**src/rtl/core/rbd_pkg.sv**
```systemverilog
// ----------------------------------------------------------------------------
// Run-length byte decoder package
// Shared payload types, stream constants and controller/datapath interface.
// ----------------------------------------------------------------------------
package rbd_pkg;

    localparam int BYTE_W   = 8;
    localparam int COUNT_W  = 6;
    localparam int STATUS_W = 2;

    localparam logic [BYTE_W-1:0] END_MARKER  = 8'hC0;
    localparam logic [1:0]        HEADER_TAG  = 2'b11;

    localparam logic [STATUS_W-1:0] STATUS_BYTE  = 2'd0;
    localparam logic [STATUS_W-1:0] STATUS_END   = 2'd1;
    localparam logic [STATUS_W-1:0] STATUS_ERROR = 2'd2;

    typedef struct packed {
        logic [BYTE_W-1:0] data_byte;
        logic              end_of_input;
    } in_t;

    typedef struct packed {
        logic [BYTE_W-1:0]   out_byte;
        logic [STATUS_W-1:0] status;
        logic                last;
    } out_t;

    typedef enum logic [1:0] {
        KIND_INPUT,
        KIND_REPEAT,
        KIND_END,
        KIND_ERROR
    } out_kind_t;

    typedef struct packed {
        logic      load_count;
        logic      start_run;
        logic      step_run;
        logic      load_out;
        out_kind_t kind;
        logic      last;
    } cmd_t;

    typedef struct packed {
        logic is_end_marker;
        logic is_header;
        logic count_zero;
        logic count_one;
        logic remain_one;
        logic out_free;
    } sts_t;

endpackage

```
**src/rtl/core/rbd_datapath.sv**
```systemverilog
// ----------------------------------------------------------------------------
// Run-length byte decoder datapath
// Holds the repeat count, the run value and counter, and the output register.
// ----------------------------------------------------------------------------
module rbd_datapath (
    input  logic          aclk,
    input  logic          aresetn,
    input  rbd_pkg::in_t  s_data,
    input  rbd_pkg::cmd_t cmd,
    output rbd_pkg::sts_t sts,
    output logic          m_valid,
    input  logic          m_ready,
    output rbd_pkg::out_t m_data
);
    import rbd_pkg::*;

    logic [COUNT_W-1:0] count_reg;
    logic [COUNT_W-1:0] remain_reg;
    logic [BYTE_W-1:0]  value_reg;
    logic               out_valid_reg;
    out_t               out_reg;
    out_t               out_next;

    always_comb begin
        out_next.last = cmd.last;
        unique case (cmd.kind)
            KIND_INPUT: begin
                out_next.out_byte = s_data.data_byte;
                out_next.status   = STATUS_BYTE;
            end
            KIND_REPEAT: begin
                out_next.out_byte = value_reg;
                out_next.status   = STATUS_BYTE;
            end
            KIND_END: begin
                out_next.out_byte = '0;
                out_next.status   = STATUS_END;
            end
            default: begin
                out_next.out_byte = '0;
                out_next.status   = STATUS_ERROR;
            end
        endcase
    end

    always_ff @(posedge aclk) begin
        if (cmd.load_count) begin
            count_reg <= s_data.data_byte[COUNT_W-1:0];
        end
        if (cmd.start_run) begin
            value_reg  <= s_data.data_byte;
            remain_reg <= count_reg - COUNT_W'(1);
        end else if (cmd.step_run) begin
            remain_reg <= remain_reg - COUNT_W'(1);
        end
        if (cmd.load_out) begin
            out_reg <= out_next;
        end
    end

    always_ff @(posedge aclk) begin
        if (!aresetn) begin
            out_valid_reg <= 1'b0;
        end else if (cmd.load_out) begin
            out_valid_reg <= 1'b1;
        end else if (m_ready) begin
            out_valid_reg <= 1'b0;
        end
    end

    assign sts.is_end_marker = (s_data.data_byte == END_MARKER);
    assign sts.is_header     = (s_data.data_byte[BYTE_W-1 -: 2] == HEADER_TAG);
    assign sts.count_zero    = (count_reg == '0);
    assign sts.count_one     = (count_reg == COUNT_W'(1));
    assign sts.remain_one    = (remain_reg == COUNT_W'(1));
    assign sts.out_free      = !out_valid_reg || m_ready;

    assign m_valid = out_valid_reg;
    assign m_data  = out_reg;

endmodule

```
**src/rtl/core/rbd_controller.sv**
```systemverilog
// ----------------------------------------------------------------------------
// Run-length byte decoder controller
// Sequences literal, header, run and terminal handling of the byte stream.
// ----------------------------------------------------------------------------
module rbd_controller (
    input  logic          aclk,
    input  logic          aresetn,
    input  logic          s_valid,
    output logic          s_ready,
    input  logic          end_of_input,
    input  rbd_pkg::sts_t sts,
    output rbd_pkg::cmd_t cmd
);
    import rbd_pkg::*;

    typedef enum logic [1:0] {
        ST_ACCEPT,
        ST_AWAIT,
        ST_EMIT,
        ST_DONE
    } state_t;

    state_t state_reg;
    state_t state_next;
    logic   fire;

    always_comb begin
        s_ready = 1'b0;
        unique case (state_reg)
            ST_ACCEPT, ST_AWAIT: s_ready = sts.out_free;
            ST_EMIT:             s_ready = 1'b0;
            default:             s_ready = 1'b1;
        endcase
    end

    assign fire = s_valid && s_ready;

    always_comb begin
        state_next     = state_reg;
        cmd.load_count = 1'b0;
        cmd.start_run  = 1'b0;
        cmd.step_run   = 1'b0;
        cmd.load_out   = 1'b0;
        cmd.kind       = KIND_INPUT;
        cmd.last       = 1'b1;
        unique case (state_reg)
            ST_ACCEPT: begin
                if (fire) begin
                    priority if (end_of_input) begin
                        cmd.load_out = 1'b1;
                        cmd.kind     = KIND_ERROR;
                        state_next   = ST_DONE;
                    end else if (sts.is_end_marker) begin
                        cmd.load_out = 1'b1;
                        cmd.kind     = KIND_END;
                        state_next   = ST_DONE;
                    end else if (sts.is_header) begin
                        cmd.load_count = 1'b1;
                        state_next     = ST_AWAIT;
                    end else begin
                        cmd.load_out = 1'b1;
                    end
                end
            end
            ST_AWAIT: begin
                if (fire) begin
                    priority if (end_of_input) begin
                        cmd.load_out = 1'b1;
                        cmd.kind     = KIND_ERROR;
                        state_next   = ST_DONE;
                    end else if (sts.count_zero) begin
                        state_next = ST_ACCEPT;
                    end else begin
                        cmd.load_out  = 1'b1;
                        cmd.start_run = 1'b1;
                        cmd.last      = sts.count_one;
                        state_next    = sts.count_one ? ST_ACCEPT : ST_EMIT;
                    end
                end
            end
            ST_EMIT: begin
                if (sts.out_free) begin
                    cmd.load_out = 1'b1;
                    cmd.step_run = 1'b1;
                    cmd.kind     = KIND_REPEAT;
                    cmd.last     = sts.remain_one;
                    if (sts.remain_one) begin
                        state_next = ST_ACCEPT;
                    end
                end
            end
            default: begin
                state_next = ST_DONE;
            end
        endcase
    end

    always_ff @(posedge aclk) begin
        if (!aresetn) begin
            state_reg <= ST_ACCEPT;
        end else begin
            state_reg <= state_next;
        end
    end

endmodule

```
**src/rtl/core/rle_byte_decoder_top.sv**
```systemverilog
// ----------------------------------------------------------------------------
// Run-length byte decoder
// Expands a run-length coded byte stream into decoded bytes and a status.
//
// The s_ channel takes one compressed byte per transfer, or an end-of-input
// flag. The m_ channel gives decoded bytes with status and a last flag that
// marks the final result caused by each input transfer. The byte 0xC0 ends
// the stream with an end status; a byte with both top bits set is a run
// header whose low six bits count copies of the next byte. An end of input
// before the end marker gives an error status.
// An input transfer's first result is registered and appears in the cycle
// after it. Literals sustain one transfer per cycle while the receiver is
// ready; a header gives no result. A run holds the input while the run counter
// emits one copy per cycle from the output register while the receiver is ready.
// After the end marker or an error, input transfers are taken and dropped
// until reset. Reset returns the decoder to the start of a stream with the
// output register empty. When the receiver stalls, the output register holds
// its result and input or run progress waits for it.
// ----------------------------------------------------------------------------
module rle_byte_decoder_top (
    input  logic          aclk,
    input  logic          aresetn,
    input  logic          s_valid,
    output logic          s_ready,
    input  rbd_pkg::in_t  s_data,
    output logic          m_valid,
    input  logic          m_ready,
    output rbd_pkg::out_t m_data
);
    import rbd_pkg::*;

    cmd_t cmd;
    sts_t sts;

    rbd_controller u_controller (
        .aclk         (aclk),
        .aresetn      (aresetn),
        .s_valid      (s_valid),
        .s_ready      (s_ready),
        .end_of_input (s_data.end_of_input),
        .sts          (sts),
        .cmd          (cmd)
    );

    rbd_datapath u_datapath (
        .aclk    (aclk),
        .aresetn (aresetn),
        .s_data  (s_data),
        .cmd     (cmd),
        .sts     (sts),
        .m_valid (m_valid),
        .m_ready (m_ready),
        .m_data  (m_data)
    );

endmodule
```
**config.mk**
```make
export PLATFORM = sky130hd
export DESIGN_NAME = rle_byte_decoder_top
export DESIGN_NICKNAME = d
export VERILOG_FILES = /design/src/rtl/core/rbd_pkg.sv /design/src/rtl/core/rbd_datapath.sv /design/src/rtl/core/rbd_controller.sv /design/src/rtl/core/rle_byte_decoder_top.sv
export SDC_FILE = /design/constraint.sdc
export NUM_CORES = 1
export LEC_CHECK = 0
export ABC_AREA = 1
export ABC_CLOCK_PERIOD_IN_PS = 1600
export BUFFER_PORTS_ARGS = -buffer_cell sky130_fd_sc_hd__buf_2
export CORE_MARGIN = 2
export CORE_UTILIZATION = 39
export CTS_CLUSTER_DIAMETER = 30
export DETAILED_ROUTE_END_ITERATION = 8
export HOLD_SLACK_MARGIN = 0.02
export PLACE_DENSITY = 0.61
export SYNTH_ARGS = -nofsm -noshare
export SYNTH_HDL_FRONTEND = slang
export SYNTH_SLANG_ARGS = --single-unit
```
**constraint.sdc**
```tcl
create_clock -name aclk -period 1.6 [get_ports aclk]
set_input_delay 0.16 -clock aclk [delete_from_list [all_inputs] [get_ports aclk]]
set_output_delay 0.16 -clock aclk [all_outputs]
set_load 0.02 [all_outputs]
```
==> impl_metrics.json, run 1 <==
{
  "syn-mean-instance-area_um2": 9.612,
  "cts_buffer_depth": 2,
  "crit_required_ns": 1.64,
  "diodes": 0,
  "synth-seq-area-share_pct": 54.55,
  "post-route-util_pct": 53.06,
  "hp-start": "s_data[8]",
  "power_mw": 3.895,
  "finClkSkew_ns": 0.003983,
  "ios": 26,
  "synth_common_cells": "nand2_1 (52), edfxtp_1 (31), inv_1 (27), nand3_1 (16), nor2_1 (12)",
  "clk_latency_ns": 0.29,
  "numCtsBuffers": 5,
  "r2r_start": "u_datapath.count_reg[0]",
  "async_flop_share_pct": 0,
  "clock-sinks": 34,
  "numPortBuffers": 25,
  "r2r-end": "u_datapath.m_data[0]",
  "rows": 24,
  "synth_top_area_cell": "edfxtp_1",
  "wl_per_cell_um": 12.49,
  "fin_crit_ns": 1.539,
  "p_int_mw": 2.362,
  "vias": 1399,
  "yosysMostFrequentCell": "nand2_1",
  "relSlewSlack_pct": 86.17,
  "syn_area_mm2": 0.001817,
  "syn_to_final_growth_pct": 28.93,
  "largest_reg_flops": 11,
  "final-instance-count-excl-fill": 294,
  "drive_above_1_share_pct": 35.95,
  "syn_inst": 189,
  "startpoint": "u_datapath.count_reg[0]",
  "status": "finished, final reports clean",
  "yosysWarnings": 0,
  "synth_edf_count": 31,
  "htree_levels": 2,
  "rr_worst_depth": 8,
  "post-route-period-util_pct": 96.21,
  "dpl-instance-area_mm2": 0.002122,
  "crit_type": "register to register",
  "root_buffer": "clkbuf_8",
  "clk_pin_slew_ns": 0.07,
  "ys_types": 25,
  "die_h_um": 72.25,
  "p_seq_share_pct": 37.8,
  "ys_ff_latch": 34,
  "ys_top_cells_by_area": "edfxtp_1 (51%), nand2_1 (11%), inv_1 (5.6%)",
  "p_comb_share_pct": 46.3,
  "tightest_slew_ns": 0.2058,
  "cap_violations": 0,
  "slowest_delay_ns": 0.41,
  "clkPwrFrac_pct": 15.9,
  "startpoint_type": "register",
  "final-setup-viol-count": 0,
  "synth.net_count": 210,
  "grt_max_degree": 12,
  "dieArea_mm2": 0.005220,
  "drtIter0Drc": 54,
  "antenna_found_initial": 0,
  "drtAntennaViolNets": 0,
  "p_sw_mw": 1.532,
  "overflow": 0,
  "synth_top_area_share_pct": 51.24,
  "crit_path_cell_trace": "buf_4, buf_4, buf_4, ha_1, nand3_2, nand2_1, nand2_1, nand3_1",
  "hpwlAfterDp_um": 2653,
  "min_to": "u_datapath.value_reg[7]",
  "viasPerCell": 4.759,
  "gp_congestion": 0.7914,
  "final_cell_area_mm2": 0.002342,
  "grt_pass1_vias": 1307,
  "drc": 0,
  "hold_viol": 0,
  "grt_pass1_wl_um": 5837,
  "firstDrtPassIters": 4,
  "die_w_um": 72.25,
  "whs_path_depth": 1,
  "ff2ff_setup_slack_ns": 0.06,
  "switching_share_pct": 39.34,
  "post-place-cells": 279,
  "cpMostUsedCell": "buf_4",
  "grt_usage_pct": 15.04,
  "slowest_stage": "edfxtp_1",
  "rsz0062_at_grt": "yes",
  "vdd_drop_max_v": 0.0007860,
  "ys.flop_type": "edfxtp_1",
  "cp-end-kind": "register",
  "hold_path_class": "input pin to register",
  "leakagePower_nw": 1.081,
  "nets": 262,
  "wl_um": 3672,
  "cts_hold_buf": 0,
  "crit_fanout": 3,
  "final_max_slew_viol_count": 0,
  "initial_utilization_pct": 41.16,
  "powerDensity_mw_per_mm2": 1663,
  "max_freq_mhz": 649.6,
  "core_mm2": 0.004414,
  "cts_tree": "yes",
  "arrival_ns": 1.58
}
worst max-delay path by stage:
stage / cells past startpoint / slack (ns) / to
2_1_floorplan: 9 / 0.001 / u_datapath.m_data[0]
3_3_place_gp: 9 / 0.03 / u_datapath.m_data[6]
3_5_place_dp: 10 / -0.02 / u_datapath.m_data[8]
4_1_cts: 10 / 0.005 / u_datapath.m_data[10]
5_1_grt: 7 / -0.04 / u_datapath.remain_reg[3]
6_report: 8 / 0.06 / u_datapath.m_data[0]
per-layer routing:
| metal | GRT usage (%) | vias up | share of wire, % |
|---|---|---|---|
| met1 | 19.46 | 643 | 48 |
| met2 | 23.34 | 26 | 47 |
| met3 | 4.306 | 6 | 4.0 |
| met4 | 6.918 | 0 | 1.9 |
| met5 | 0 | - | 0 |
| li1 | - | 724 | - |
layout make-up:
cell class | instances | area, µm²
Inverter | 28 | 107.6
Clock buffer | 5 | 68.82
Multi-Input combinational cell | 126 | 783.3
Timing Repair Buffer | 46 | 307.8
Clock inverter | 3 | 16.27
Tap cell | 52 | 65.06
Fill cell | 409 | 2072
Sequential cell | 34 | 993.5
critical path, delay by kind of cell, from the launching register on:
family / cells / cell delay, ns
flip-flops: 1 / 0.41
buffers and inverters: 3 / 0.40
adder cells (fa/ha/maj): 1 / 0.20
AND/OR/NAND/NOR: 4 / 0.29
power by group through the flow:
| stage | logic (mW) | registers, mW | clock network [mW] |
|---|---|---|---|
| 2_1_floorplan | 0.853 | 1.69 | 0 |
| 3_3_place_gp | 1.60 | 1.48 | 0 |
| 3_5_place_dp | 1.61 | 1.49 | 0 |
| 4_1_cts | 1.63 | 1.47 | 0.637 |
| 5_1_grt | 2.00 | 1.50 | 0.667 |
| 6_report | 1.80 | 1.47 | 0.619 |
stage by stage:
stage / worst slack [ns] / hold slack (ns) / setup TNS, ns
CTS: 0.004546 / 0.08273 / 0
detailed placement: -0.02332 / 0.3879 / -0.2442
global placement: 0.03096 / 0.3861 / 0
floorplan: 0.001138 / 0.2589 / 0
global route: -0.04244 / 0.08427 / -0.2873
finish: 0.06062 / 0.08882 / 0
cells in the final DEF (no fill, tap or decap), drive strengths merged, types with 2 or more instances in the layout:
| cell type | netlist | final |
|---|---|---|
| a21oi | 2 | 2 |
| nand3 | 18 | 18 |
| clkinv | 0 | 2 |
| nand4 | 2 | 2 |
| edfxtp | 31 | 31 |
| dfxtp | 3 | 3 |
| xor2 | 6 | 6 |
| buf | 2 | 46 |
| o21ai | 9 | 9 |
| nor2 | 15 | 15 |
| ha | 8 | 8 |
| inv | 28 | 28 |
| nor3 | 4 | 4 |
| clkbuf | 0 | 5 |
| nand2 | 56 | 57 |
cell families after synthesis:
logic type | share of synthesized area [%]
xor+xnor | 3.375
flops | 54.55
compound gates | 3.995
buf+inv | 7.025
simple gates | 25.00
mux | 0.5510
fa+ha+maj | 5.510
what timing repair did:
item	CTS	global route
cloned	0	1
pin swaps	1	7
resized for setup	2	28
setup buffers	1	5
setup endpoints to repair	20	42
endpoints found under the hold margin	0	0
Note: power is estimated with default switching activity, not from simulation.
==> run 2: changes to the inputs <==
- REMOVE_ABC_BUFFERS: not set -> 1
==> run 2 against run 1 <==
Effect of this change: first-iteration DRC count up 110%; the flow now finishes with violations (negative setup slack); utilization up 5.6 points; critical path depth up 3; largest power group unchanged; combinational power up 16%; highest routed layer unchanged; clock skew up 0.0033 ns; cell count up 6.8%; fmax down 4.7%; clock power up 55%; sequential power about the same; cell area up 10%; via count up 6.9%.
==> impl_metrics.json, run 2 (synthesis gave the netlist of run 1 again) <==
{
  "powerDensity_mw_per_mm2": 1745,
  "drive_above_1_share_pct": 42.37,
  "drtAntennaViolNets": 0,
  "die_h_um": 72.25,
  "numCtsBuffers": 5,
  "multi_input_area_um2": 804.5,
  "grt_pass1_vias": 1386,
  "htree_levels": 2,
  "drc": 0,
  "dp_slack_ns": -0.1604,
  "violations": "negative setup slack",
  "cap_violations": 0,
  "most-common-layout-cells": "nand2_1 (46), buf_4 (34), edfxtp_1 (31)",
  "ios": 26,
  "antenna_found_initial": 0,
  "post-place-cells": 290,
  "firstDrtPassIters": 4,
  "final_max_slew_viol_count": 0,
  "status": "finished with violations",
  "tightest_slew_ns": 0.2285,
  "hold_viol": 0,
  "syn_to_final_growth_pct": 42.42,
  "rows": 24,
  "hold_path_class": "input pin to register",
  "fin_tns_setup_ns": -0.09742,
  "r2r_start": "u_controller.state_reg[0]",
  "post-route-util_pct": 58.62,
  "die_w_um": 72.25,
  "wl_per_cell_um": 13.08,
  "crit_fanout": 5,
  "cts_tree": "yes",
  "largest_reg_flops": 11,
  "dieArea_mm2": 0.005220,
  "slowest_stage": "dfxtp_2",
  "nets": 282,
  "grt_pass1_wl_um": 6313,
  "max_freq_mhz": 618.8,
  "hpwlAfterDp_um": 2739,
  "viasPerCell": 4.761,
  "critPathBufInv": 4,
  "crit_required_ns": 1.65,
  "crit_type": "register to register",
  "clock-sinks": 34,
  "post-route-period-util_pct": 101.0,
  "relSlewSlack_pct": 84.61,
  "root_buffer": "clkbuf_8",
  "wl_um": 4106,
  "cp_top_family": "simple AND/OR/NAND/NOR gates",
  "core_mm2": 0.004414,
  "drtIter0Drc": 116,
  "seqCellArea_um2": 996.0,
  "r2r-end": "u_datapath.m_data[3]",
  "rsz0062_at_grt": "yes",
  "diodes": 0,
  "clk_latency_ns": 0.29,
  "grt_max_degree": 13,
  "fin_ws_ns": -0.01614,
  "final-setup-viol-count": 10,
  "whs_path_depth": 1,
  "gp_congestion": 0.8726,
  "finClkSkew_ns": 0.007311,
  "clk_pin_slew_ns": 0.08,
  "startpoint_type": "register",
  "ff2ff_setup_slack_ns": -0.02,
  "numPortBuffers": 25,
  "arrival_ns": 1.67,
  "n_fill_cell": 367,
  "final_common_cell": "nand2_1",
  "overflow": 0,
  "leakagePower_nw": 1.208,
  "cp-end-kind": "register",
  "initial_utilization_pct": 41.16,
  "path_depth": 11,
  "fin_crit_ns": 1.616,
  "crit_path_cell_trace": "inv_2, ha_2, inv_2, nor2_4, buf_6, nand2_4, nand2_4, buf_12, nand2_2, nand3_1, nand2_1",
  "cts_buffer_depth": 2,
  "vias": 1495,
  "hp-start": "s_data[8]",
  "final-instance-count-excl-fill": 314,
  "rr_worst_depth": 11,
  "slowest_delay_ns": 0.33,
  "hold_ws_ns": 0.08449,
  "grt_usage_pct": 16.14,
  "vdd_drop_max_v": 0.001235,
  "min_to": "u_datapath.value_reg[7]"
}
-- run 2: cell types whose count changed in the layout (fill, tap and decap cells not counted), sizes merged --
| cell | delta |
|---|---|
| inv | -1 |
| clkinvlp | +1 |
| buf | +19 |
| bufinv | +2 |
| clkinv | -1 |
-- run 2: report_power, final --
| group | total [mW] | internal [mW] | leakage, nW | switching [mW] |
|---|---|---|---|---|
| logic | 2.08 | 0.864 | 0.825 | 1.22 |
| registers | 1.48 | 1.36 | 0.315 | 0.114 |
| clock network | 0.960 | 0.624 | 0.0683 | 0.335 |
| total | 4.52 | 2.85 | 1.21 | 1.66 |
-- run 2: final cells by class --
cell class	count	area share (%)
clock buffer	5	2.660
clock inverter	3	2.660
inverter	28	4.304
multi-input combinational	126	31.09
sequential	34	38.49
tap	52	2.515
timing repair buffer	65	17.99
timing repair inverter	1	0.2901
-- run 2: metal layers --
layer / track usage, % / routed length [µm] / vias up
met5: 0 / 0 / -
met4: 6.918 / 100 / 0
met3: 4.028 / 248 / 9
met2: 24.36 / 1911 / 45
met1: 22.10 / 1845 / 677
li1: - / - / 764
-- run 2: what timing repair did --
| item | CTS | global route |
|---|---|---|
| resized for setup | 18 | 24 |
| pin swaps | 10 | 20 |
| cloned | 2 | 0 |
| buffers inserted | 7 | 9 |
| hold buffers | 0 | 0 |
| endpoints found under the setup margin | 30 | 40 |
-- run 2: per-stage QoR --
| stage | area [µm²] | power, mW |
|---|---|---|
| finish | 2587 | 4.516 |
| global route | 2587 | 4.790 |
| CTS | 2431 | 4.244 |
| detailed placement | 2192 | 3.126 |
| global placement | 2192 | 3.115 |
| floorplan | 1794 | 2.514 |
-- run 2: how the worst max path moves through the flow --
stage                                    startpoint                  endpoint
after global routing      u_controller.state_reg[1]      u_datapath.m_data[8]
after CTS                   u_datapath.count_reg[0]      u_datapath.m_data[8]
final                     u_controller.state_reg[0]      u_datapath.m_data[3]
after global placement    u_controller.state_reg[1]      u_datapath.m_data[6]
after floorplan             u_datapath.count_reg[0]  u_datapath.remain_reg[4]
after detailed placement    u_datapath.count_reg[0]      u_datapath.m_data[6]
==> run 3: changes to the inputs <==
- RECOVER_POWER: not set -> 100
==> run 3 against run 2 <==
Effect of this change: the run still ends with negative setup slack left; register-to-register slack about the same; clock skew is 0.0021 ns higher; routed wire length up 1.4%; die area did not move; sequential cell count stayed put; largest cell class unchanged; cell area fell by 1.6%; sequential share of layout area increased by 0.62 points; total power fell by 0.82%.
==> impl_metrics.json, run 3 (synthesis gave the netlist of run 1 again) <==
{
  "cts_buffer_depth": 2,
  "grt_pass1_wl_um": 6313,
  "post-route-period-util_pct": 101.6,
  "fin_ws_ns": -0.02543,
  "diodes": 0,
  "startpoint_type": "register",
  "post-place-cells": 290,
  "crit_fanout": 8,
  "final-setup-viol-count": 13,
  "final_cell_area_mm2": 0.002546,
  "drtAntennaViolNets": 0,
  "seqCellArea_um2": 996.0,
  "post-route-util_pct": 57.68,
  "clk_latency_ns": 0.29,
  "final-instance-count-excl-fill": 314,
  "gp_congestion": 0.8726,
  "hpwlAfterDp_um": 2739,
  "hold_path_class": "input pin to register",
  "fin_crit_ns": 1.625,
  "core_mm2": 0.004414,
  "cts_hold_buf": 0,
  "htree_levels": 2,
  "multi_input_area_um2": 804.5,
  "slowest_stage": "dfxtp_2",
  "initial_utilization_pct": 41.16,
  "hold_viol": 0,
  "slowest_delay_ns": 0.33,
  "finClkSkew_ns": 0.009413,
  "rsz0062_at_grt": "yes",
  "cts_tree": "yes",
  "nets": 282,
  "wl_per_cell_um": 13.26,
  "fin_tns_setup_ns": -0.1348,
  "crit_path_cell_trace": "inv_2, ha_2, inv_2, nor2_4, buf_6, nand2_4, nand2_4, nand2_8, nor2_4, nand2_1, nand2_1",
  "final_common_cell": "nand2_1",
  "dpl-instance-area_mm2": 0.002192,
  "drtIter0Drc": 124,
  "power_mw": 4.479,
  "status": "finished with violations",
  "arrival_ns": 1.79,
  "powerDensity_mw_per_mm2": 1759,
  "antenna_found_initial": 0,
  "rows": 24,
  "syn_to_final_growth_pct": 40.15,
  "firstDrtPassIters": 4,
  "max_freq_mhz": 615.2,
  "grt_max_degree": 13,
  "leakagePower_nw": 1.139,
  "largest_reg_flops": 11,
  "clk_pin_slew_ns": 0.08,
  "crit_required_ns": 1.76,
  "most-common-layout-cells": "nand2_1 (46), edfxtp_1 (31), buf_4 (29)",
  "final_max_slew_viol_count": 0,
  "grt_usage_pct": 16.14,
  "die_w_um": 72.25,
  "n_fill_cell": 383,
  "critPathBufInv": 3,
  "cap_violations": 0,
  "vias": 1503,
  "tightest_slew_ns": 0.2561,
  "cp-end-kind": "register",
  "vdd_drop_max_v": 0.001192,
  "drc": 0,
  "grt_pass1_vias": 1386,
  "relSlewSlack_pct": 83.00,
  "numCtsBuffers": 5,
  "violations": "negative setup slack",
  "viasPerCell": 4.787,
  "wl_um": 4164,
  "crit_type": "register to register",
  "root_buffer": "clkbuf_8",
  "numPortBuffers": 25,
  "cp_top_family": "simple AND/OR/NAND/NOR gates",
  "die_h_um": 72.25,
  "drive_above_1_share_pct": 33.59,
  "ios": 26,
  "dieArea_mm2": 0.005220,
  "clock-sinks": 34,
  "overflow": 0
}
[run 3: cell types whose count changed in the layout (fill, tap and decap cells not counted)]
cell / previous run / this run
clkbuf_1: 0 / 23
buf_4: 34 / 29
buf_2: 25 / 6
clkbuf_2: 0 / 1
[run 3: where the power goes]
| part | switching, mW | internal (mW) |
|---|---|---|
| registers | 0.120 | 1.36 |
| logic | 1.22 | 0.810 |
| clock network | 0.336 | 0.624 |
[run 3: layout make-up]
class | count | share of cell area (%)
inverter | 28 | 4.373
clock buffer | 5 | 2.703
timing repair buffer | 65 | 16.66
timing repair inverter | 1 | 0.2948
clock inverter | 3 | 2.703
tap | 52 | 2.555
sequential | 34 | 39.12
multi-input combinational | 126 | 31.60
[run 3: final timing paths]
path	startpoint	end	slack (ns)	cells after the start
setup / recovery	u_controller.state_reg[0]	u_datapath.m_data[3]	-0.03	11
hold / removal	aresetn	u_controller.state_reg[1]	0.11	3
setup reg to reg	u_controller.state_reg[0]	u_datapath.m_data[3]	-0.03	11
hold reg to reg	u_datapath.value_reg[2]	u_datapath.m_data[5]	0.51	2
[run 3: layer usage]
metal | GRT usage, % | vias to the layer above | routed length, µm
li1 | - | 766 | -
met1 | 22.10 | 684 | 1907
met2 | 24.36 | 43 | 1922
met3 | 4.028 | 10 | 233
met4 | 6.918 | 0 | 100
met5 | 0 | - | 0
[run 3: per-stage QoR]
step	setup slack, ns	hold slack, ns
after global routing	-0.1340	0.1176
after floorplan	-0.1032	0.2589
after detailed placement	-0.1604	0.3761
after global placement	-0.08295	0.3778
after CTS	-0.03154	0.08191
final	-0.02543	0.1078
[run 3: worst register-to-register path, stage by stage, from the launching register on]
cell and delay [ns]:
dfxtp_2 0.33, inv_2 0.10, ha_2 0.20, inv_2 0.06, nor2_4 0.11, buf_6 0.11, nand2_4 0.04, nand2_4 0.11
nand2_8 0.07, nor2_4 0.22, nand2_1 0.09, nand2_1 0.07
[run 3: repair_timing]
action	CTS	global route
pin swaps	10	20
setup endpoints to repair	30	40
cloned	2	0
buffers inserted	7	9
gates resized for setup	18	24
